==> src/rtl/jss_pkg.sv <==
// Package for the JTAG scan sequencer: microcode word, step addresses and control store.
package jss_pkg;

  localparam int unsigned CHUNK_BITS_DEF = 8;
  localparam int unsigned IDLE_MAX_DEF   = 63;
  localparam int unsigned RESET_TMS_CYCLES = 6;

  // Loop counter covers the largest idle count and the largest chunk.
  localparam int unsigned CNT_W  = 6;
  localparam int unsigned STEP_W = 4;
  localparam int unsigned FIELD_W = 8;

  typedef enum logic [1:0] {
    OP_RESET = 2'd0,
    OP_IR    = 2'd1,
    OP_DR    = 2'd2,
    OP_IDLE  = 2'd3
  } opcode_e;

  typedef enum logic [1:0] {
    TMS_ZERO,
    TMS_ONE,
    TMS_LAST_BIT
  } tms_sel_e;

  typedef enum logic [1:0] {
    END_NEVER,
    END_ALWAYS,
    END_IF_NOT_LAST
  } end_sel_e;

  typedef struct packed {
    tms_sel_e          tms_sel;
    logic              tdi_data;
    logic              status;
    logic              loop;
    logic              jump_dr;
    logic [STEP_W-1:0] target;
    end_sel_e          end_sel;
    logic              capture;
  } ctrl_t;

  localparam logic [STEP_W-1:0] ST_RESET_LOOP = 4'd0;
  localparam logic [STEP_W-1:0] ST_RESET_END  = 4'd1;
  localparam logic [STEP_W-1:0] ST_IDLE_LOOP  = 4'd2;
  localparam logic [STEP_W-1:0] ST_REJECT     = 4'd3;
  localparam logic [STEP_W-1:0] ST_SEL_DR     = 4'd4;
  localparam logic [STEP_W-1:0] ST_SEL_IR     = 4'd5;
  localparam logic [STEP_W-1:0] ST_CAPTURE    = 4'd6;
  localparam logic [STEP_W-1:0] ST_SHIFT      = 4'd7;
  localparam logic [STEP_W-1:0] ST_UPDATE     = 4'd8;
  localparam logic [STEP_W-1:0] ST_TO_IDLE    = 4'd9;

  // Control store: one word per TCK cycle kind.
  function automatic ctrl_t ucode(logic [STEP_W-1:0] step);
    ctrl_t w;
    w = '{tms_sel: TMS_ZERO, tdi_data: 1'b0, status: 1'b0, loop: 1'b0, jump_dr: 1'b0,
          target: '0, end_sel: END_NEVER, capture: 1'b0};
    case (step)
      ST_RESET_LOOP: begin
        w.tms_sel = TMS_ONE;
        w.loop    = 1'b1;
      end
      ST_RESET_END: begin
        w.end_sel = END_ALWAYS;
      end
      ST_IDLE_LOOP: begin
        w.loop    = 1'b1;
        w.end_sel = END_ALWAYS;
      end
      ST_REJECT: begin
        w.status  = 1'b1;
        w.end_sel = END_ALWAYS;
      end
      ST_SEL_DR: begin
        w.tms_sel = TMS_ONE;
        w.jump_dr = 1'b1;
        w.target  = ST_CAPTURE;
      end
      ST_SEL_IR: begin
        w.tms_sel = TMS_ONE;
      end
      ST_CAPTURE: begin
        w.tms_sel = TMS_ZERO;
      end
      ST_SHIFT: begin
        w.tms_sel  = TMS_LAST_BIT;
        w.tdi_data = 1'b1;
        w.loop     = 1'b1;
        w.end_sel  = END_IF_NOT_LAST;
        w.capture  = 1'b1;
      end
      ST_UPDATE: begin
        w.tms_sel = TMS_ONE;
      end
      ST_TO_IDLE: begin
        w.end_sel = END_ALWAYS;
        w.capture = 1'b1;
      end
      default: begin
        w.status  = 1'b1;
        w.end_sel = END_ALWAYS;
      end
    endcase
    return w;
  endfunction

endpackage

==> src/rtl/jtag_scan_sequencer.sv <==
// JTAG scan sequencer: microcoded engine that turns commands into TCK cycle items.
// A command loads the step register before its first item is registered out.
// Throughput: one cycle item per clock within a command unless the output stalls. A
// reset gives TMS-high items then a low one, idle one per count, a chunk steps and bits.
// Ready returns at the edge that registers the last item of the previous command.
// Reset (rst_ni low) clears the engine, the open-scan state and the output valid flag.
module jtag_scan_sequencer
  import jss_pkg::*;
#(
  parameter int unsigned CHUNK_BITS = CHUNK_BITS_DEF,
  parameter int unsigned IDLE_MAX   = IDLE_MAX_DEF
) (
  input  logic        clk_i,
  input  logic        rst_ni,
  input  logic        s_axis_tvalid_i,
  output logic        s_axis_tready_o,
  // [7:0] tdi_bits, [11:8] bit_count, [19:12] tdo_levels, [25:20] idle_cycles, rest zero
  input  logic [31:0] s_axis_tdata_i,
  // [1:0] opcode
  input  logic [1:0]  s_axis_tuser_i,
  input  logic        s_axis_tlast_i,
  output logic        m_axis_tvalid_o,
  input  logic        m_axis_tready_i,
  // [0] tms_level, [1] tdi_level, [9:2] tdo_captured, rest zero
  output logic [15:0] m_axis_tdata_o,
  // [0] captured_valid, [1] status
  output logic [1:0]  m_axis_tuser_o,
  output logic        m_axis_tlast_o
);

  localparam logic [CNT_W-1:0] ChunkMax = CNT_W'(CHUNK_BITS);
  localparam logic [CNT_W-1:0] IdleMax  = CNT_W'(IDLE_MAX);
  localparam logic [CNT_W-1:0] ResetCnt = CNT_W'(RESET_TMS_CYCLES);

  logic               busy_q, busy_d;
  logic [STEP_W-1:0]  step_q, step_d;
  logic [CNT_W-1:0]   cnt_q, cnt_d;
  logic [FIELD_W-1:0] sreg_q, sreg_d;
  logic [FIELD_W-1:0] cap_q, cap_d;
  logic               last_q, last_d;
  logic               scan_open_q, scan_open_d;
  logic               scan_ir_q, scan_ir_d;

  logic               m_valid_q, m_valid_d;
  logic               m_tms_q, m_tdi_q, m_capv_q, m_status_q, m_last_q;
  logic [FIELD_W-1:0] m_cap_q;

  logic               accept, advance, final_step, tms, at_one;
  ctrl_t              cw;

  opcode_e            op;
  logic [FIELD_W-1:0] in_tdi, in_tdo, tdo_mask;
  logic [3:0]         in_count;
  logic [5:0]         in_idle;
  logic [CNT_W-1:0]   count_sat, idle_sat;
  logic               is_ir, reject;

  assign s_axis_tready_o = !busy_q;
  assign accept  = s_axis_tvalid_i && !busy_q;
  assign advance = busy_q && (!m_valid_q || m_axis_tready_i);

  assign op       = opcode_e'(s_axis_tuser_i);
  assign in_tdi   = s_axis_tdata_i[7:0];
  assign in_count = s_axis_tdata_i[11:8];
  assign in_tdo   = s_axis_tdata_i[19:12];
  assign in_idle  = s_axis_tdata_i[25:20];
  assign is_ir    = (op == OP_IR);

  always_comb begin
    count_sat = (CNT_W'(in_count) > ChunkMax) ? ChunkMax : CNT_W'(in_count);
    idle_sat  = (CNT_W'(in_idle) > IdleMax) ? IdleMax : CNT_W'(in_idle);
    for (int i = 0; i < FIELD_W; i++) begin
      tdo_mask[i] = (CNT_W'(i) < count_sat);
    end
  end

  assign reject = scan_open_q &&
                  ((op == OP_IDLE) ||
                   (((op == OP_IR) || (op == OP_DR)) &&
                    ((count_sat == '0) || (is_ir != scan_ir_q))));

  assign cw     = ucode(step_q);
  assign at_one = (cnt_q == CNT_W'(1));

  always_comb begin
    case (cw.tms_sel)
      TMS_ONE:      tms = 1'b1;
      TMS_LAST_BIT: tms = last_q && at_one;
      default:      tms = 1'b0;
    endcase
  end

  always_comb begin
    final_step = 1'b0;
    if (!cw.loop || at_one) begin
      case (cw.end_sel)
        END_ALWAYS:      final_step = 1'b1;
        END_IF_NOT_LAST: final_step = !last_q;
        default:         final_step = 1'b0;
      endcase
    end
  end

  // Sequencer and command decode
  always_comb begin
    busy_d      = busy_q;
    step_d      = step_q;
    cnt_d       = cnt_q;
    sreg_d      = sreg_q;
    cap_d       = cap_q;
    last_d      = last_q;
    scan_open_d = scan_open_q;
    scan_ir_d   = scan_ir_q;

    if (accept) begin
      sreg_d = in_tdi;
      cap_d  = in_tdo & tdo_mask;
      last_d = s_axis_tlast_i;
      if (reject) begin
        busy_d = 1'b1;
        step_d = ST_REJECT;
      end else begin
        case (op)
          OP_RESET: begin
            busy_d      = 1'b1;
            step_d      = ST_RESET_LOOP;
            cnt_d       = ResetCnt;
            scan_open_d = 1'b0;
            scan_ir_d   = 1'b0;
          end
          OP_IDLE: begin
            busy_d = (idle_sat != '0);
            step_d = ST_IDLE_LOOP;
            cnt_d  = idle_sat;
          end
          default: begin
            // empty chunk outside a scan: drop silently
            if (count_sat != '0) begin
              busy_d      = 1'b1;
              step_d      = scan_open_q ? ST_SHIFT : ST_SEL_DR;
              cnt_d       = count_sat;
              scan_open_d = !s_axis_tlast_i;
              scan_ir_d   = is_ir;
            end
          end
        endcase
      end
    end else if (advance) begin
      if (cw.tdi_data) begin
        sreg_d = {1'b0, sreg_q[FIELD_W-1:1]};
      end
      if (final_step) begin
        busy_d = 1'b0;
      end else if (cw.loop && !at_one) begin
        cnt_d = cnt_q - CNT_W'(1);
      end else if (cw.jump_dr && !scan_ir_q) begin
        step_d = cw.target;
      end else begin
        step_d = step_q + STEP_W'(1);
      end
    end
  end

  assign m_valid_d = advance || (m_valid_q && !m_axis_tready_i);

  always_ff @(posedge clk_i or negedge rst_ni) begin
    if (!rst_ni) begin
      busy_q      <= 1'b0;
      step_q      <= ST_RESET_LOOP;
      cnt_q       <= '0;
      last_q      <= 1'b0;
      scan_open_q <= 1'b0;
      scan_ir_q   <= 1'b0;
      m_valid_q   <= 1'b0;
    end else begin
      busy_q      <= busy_d;
      step_q      <= step_d;
      cnt_q       <= cnt_d;
      last_q      <= last_d;
      scan_open_q <= scan_open_d;
      scan_ir_q   <= scan_ir_d;
      m_valid_q   <= m_valid_d;
    end
  end

  always_ff @(posedge clk_i) begin
    sreg_q <= sreg_d;
    cap_q  <= cap_d;
    if (advance) begin
      m_tms_q    <= tms;
      m_tdi_q    <= cw.tdi_data && sreg_q[0];
      m_capv_q   <= cw.capture && final_step;
      m_cap_q    <= (cw.capture && final_step) ? cap_q : '0;
      m_status_q <= cw.status;
      m_last_q   <= final_step;
    end
  end

  assign m_axis_tvalid_o = m_valid_q;
  assign m_axis_tdata_o  = {6'b0, m_cap_q, m_tdi_q, m_tms_q};
  assign m_axis_tuser_o  = {m_status_q, m_capv_q};
  assign m_axis_tlast_o  = m_last_q;

endmodule

==> config.mk <==
export PLATFORM = sky130hd
export DESIGN_NAME = jtag_scan_sequencer
export DESIGN_NICKNAME = d
export VERILOG_FILES = /design/src/rtl/jss_pkg.sv /design/src/rtl/jtag_scan_sequencer.sv
export SDC_FILE = /design/constraint.sdc
export NUM_CORES = 1
export LEC_CHECK = 0
export BUFFER_PORTS_ARGS = -buffer_cell sky130_fd_sc_hd__buf_2
export CORE_ASPECT_RATIO = 0.7
export CORE_MARGIN = 2
export CORE_UTILIZATION = 52
export DETAILED_ROUTE_END_ITERATION = 12
export GPL_TIMING_DRIVEN = 0
export PLACE_DENSITY = 0.8
export SETUP_SLACK_MARGIN = 0.3
export SYNTH_ARGS = -nofsm -noshare
export SYNTH_HDL_FRONTEND = slang
export SYNTH_SLANG_ARGS = --single-unit
==> constraint.sdc <==
create_clock -name clk_i -period 4.2 [get_ports clk_i]
set_input_delay 0.21 -clock clk_i [delete_from_list [all_inputs] [get_ports clk_i]]
set_output_delay 0.21 -clock clk_i [all_outputs]
set_load 0.02 [all_outputs]
==> metrics.md <==
| Metric | Value |
|---|---|
| Outcome | `finished, final reports clean` |
| Final Wtd Congestion | `roughly 0.87` |
| Tcrit/Tclk final | `0.585` |
| Top-area cell type share of the netlist area | `0.348` |
| Max-slew violations | `0` |
| Hold/Removal Path Class | `in -> reg` |
| Setup Buffers After CTS | `0` |
| Critical path's largest stage delay | `0.94 ns` |
| Startpoint types | `flop` |
| Seq/Total Area, Yosys | `0.498` |
| Number of global-route vias before repair | `1,657` |
| Asr flop ratio synth | `0.341` |
| DR WL/cell | `roughly 14 um` |
| Initial Util | `0.532` |
| Gr ovfl total | `0` |
| Crit path DAT | `2.38 ns` |
| Setup Crit Path Kind | `reg -> reg` |
| CTS Buffer Depth | `2` |
| Die ar. | `5390 um2` |
| P_leak | `1.32 nW` |
| Setup Skew | `~0.0063 ns` |
| TritonRoute pass-1 iters | `5` |
| # Max-Cap Violations | `0` |
| Vias after detailed routing | `1,981` |
| Hold Startpoint | `s_axis_tlast_i` |
| DRT iter0 DRCs | `148` |
| EDFF count, synth | `29` |
| Post-synth top area cell | `edfxtp_1` |
| Power Density | `675 nW/um2` |
| HPWL Detailed | `3830 um` |
| Syn avg cell area | `~10 um2` |
| Highest clock rate | `407 MHz` |
| Overall Global Routing Usage | `0.201` |
| Row Count | `21` |
| TritonCTS clock tree | `yes` |
| Synth area leaders | `edfxtp_1 (35%), dfrtp_1 (15%), ha_1 (5.5%), nand2_1 (5.3%), and2_1 (3.0%)` |
| TNS Setup | `0 ns` |
| Root Buffer | `clkbuf_8` |
| Area delta synth->final | `17.8%` |
| #FFs+latches synth | `44` |
| Element type at the critical path end | `flop` |
| Crit path cell chain | `ha_1 -> nand2_1 -> or2_2 -> o21ai_0` |
| Worst-path fanout max | `8` |
| Slowest CP cell | `o21ai_0` |
| # setup viols final | `0` |
| Vias per cell | `roughly 5.4` |
| Worst relative slew slack | `0.201` |
| Initial antenna violation count | `0` |
| Mapped Area | `~2500 um2` |
| Register area | `about 1200 um2` |
| Worst-Margin Slew | `around 1.2 ns` |
| Die X | `86.9 um` |
| Ports | `60` |
| Post-synth top flop | `edfxtp_1` |
| Area of the multi-input gates | `roughly 1100 um2` |
| Antenna cells | `0` |
| Worst r2r src | `step_q[0]` |
| Worst skew pair latency | `roughly 0.30 ns` |
| Distinct cell type count after synthesis | `54` |
| Mapped Cells | `roughly 250` |
| First-pass GRT wire length | `8070 um` |
| Final Total Pwr | `about 2 mW` |
| CP Data Required Time | `4.12 ns` |
| Critical Path Source | `step_q[0]` |
| RSZ-0062 raised after global routing | `no` |
| Min cycle time layout | `2.46 ns` |
| Synth warn | `0` |
| Die Y | `between 60 and 70 um` |
| # DRC | `0` |
| Largest net degree at the start of global routing | `18` |
| Fin Hold WS | `0.139 ns` |
| Share of layout cells above drive strength 1 | `0.257` |
| CTS buffer count | `5` |
| CTS HTree Levels | `2` |
| Port bufs | `46` |
| Final wirelength | `5200 um` |
| Nets | `356` |
| Peak VDD IR | `0.370 mV` |
| Core area | `4700 um2` |
| ANT nets after route | `0` |
| CTS Sinks | `44` |
| Final hold violations | `0` |
| Reg clk slew, reported paths | `roughly 0.090 ns` |
| Reg2Reg Setup Slack | `~1.7 ns` |
| Number of fill cells | `387` |
==> where the power goes <==
group | switching (mW) | internal, mW
Combinational | 0.566 | 0.348
Clock | 0.155 | 0.179
Sequential | 0.0802 | 0.662
==> cell usage after synthesis, types with 6 or more instances <==
cell	instances
edfxtp_1	29
ha_1	11
and2_1	12
nor2_1	15
buf_4	10
a31oi_1	6
nor3_1	8
a21oi_1	14
dfrtp_1	15
clkbuf_1	7
inv_1	12
o21ai_0	14
nand2_1	35
==> registers in the layout, indices dropped and copies added (netlist names), 4 cells and up <==
| register | count |
|---|---|
| sreg_q | 8 |
| cap_q | 8 |
| step_q | 4 |
| cnt_q | 6 |
| m_cap_q | 8 |
==> cells in the final DEF, fill, tap and decap left out, types with 2 or more instances in the layout <==
master	n
a211oi_1	2
a21oi_1	14
a31oi_1	6
and2_1	12
buf_2	46
buf_4	10
clkbuf_1	7
clkbuf_2	2
clkbuf_8	5
conb_1	6
dfrtp_1	15
edfxtp_1	29
ha_1	11
inv_1	12
mux2_4	2
mux2i_1	2
nand2_1	35
nand2b_1	2
nor2_1	15
nor2b_1	4
nor3_1	8
nor3b_1	2
nor4_1	2
nor4b_1	2
o211ai_1	2
o21a_1	4
o21ai_0	14
o22ai_1	2
o311ai_0	2
or3_1	2
==> cell families (layout without fill, tap and decap cells) <==
logic type               Yosys count  count (layout)  synth area share
AO/OA/AOI/OAI                     56              56             0.152
XOR/XNOR                           1               1           0.00350
adder cells (fa/ha/maj)           11              11            0.0550
buffers and inverters             33              88            0.0685
flip-flops                        44              44             0.498
multiplexers                       5               5            0.0245
other                              1               6           0.00150
AND/OR/NAND/NOR                   96              96             0.197
==> critical path: cells and delay by family, from the launching register on <==
| kind | cells | cell delay [ns] |
|---|---|---|
| flip-flops | 1 | 0.44 |
| adder cells (fa/ha/maj) | 1 | 0.28 |
| AO/OA/AOI/OAI | 1 | 0.94 |
| AND/OR/NAND/NOR | 2 | 0.42 |
==> path summary, 6_finish.rpt <==
| path | end | cells past startpoint |
|---|---|---|
| min in group asynchronous | busy_q | 2 |
| setup / recovery | sreg_q[3] | 4 |
| hold / removal | last_q | 3 |
| setup reg to reg | sreg_q[3] | 4 |
| max in group asynchronous | cnt_q[0] | 2 |
| hold reg to reg | m_cap_q[5] | 1 |
==> through the flow <==
stage	std cells	utilization	area [um2]	setup slack (ns)
2_1_floorplan	252	-	2520	2.18
3_3_place_gp	355	0.600	2820	1.84
5_1_grt	364	0.627	2950	1.62
4_1_cts	364	0.627	2950	1.75
6_report	364	0.627	2950	1.74
3_5_place_dp	355	0.600	2820	1.76
==> repair_timing <==
action                                 4_1_cts  5_1_grt
hold buffers                                 1        0
gates resized for setup                      0        0
endpoints found under the hold margin       15        0
==> metal layers <==
layer | vias to the layer above | track usage | share of wire | routed length, um
li1 | 984 | - | - | -
met5 | - | 0 | 0 | 0
met1 | 924 | 0.280 | 0.46 | 2370
met3 | 7 | 0.0476 | 0.058 | 303
met4 | 0 | 0.0603 | 0.012 | 64
met2 | 66 | 0.321 | 0.47 | 2460
==> cell type report <==
type	count	area share
Buffer	21	0.0429
Tap cell	57	0.0242
Clock inverter	3	0.0157
Multi-Input combinational cell	175	0.374
Sequential cell	44	0.423
Timing Repair Buffer	47	0.0815
Inverter	12	0.0153
Clock buffer	5	0.0233
Note: power is estimated with default switching activity, not from simulation.
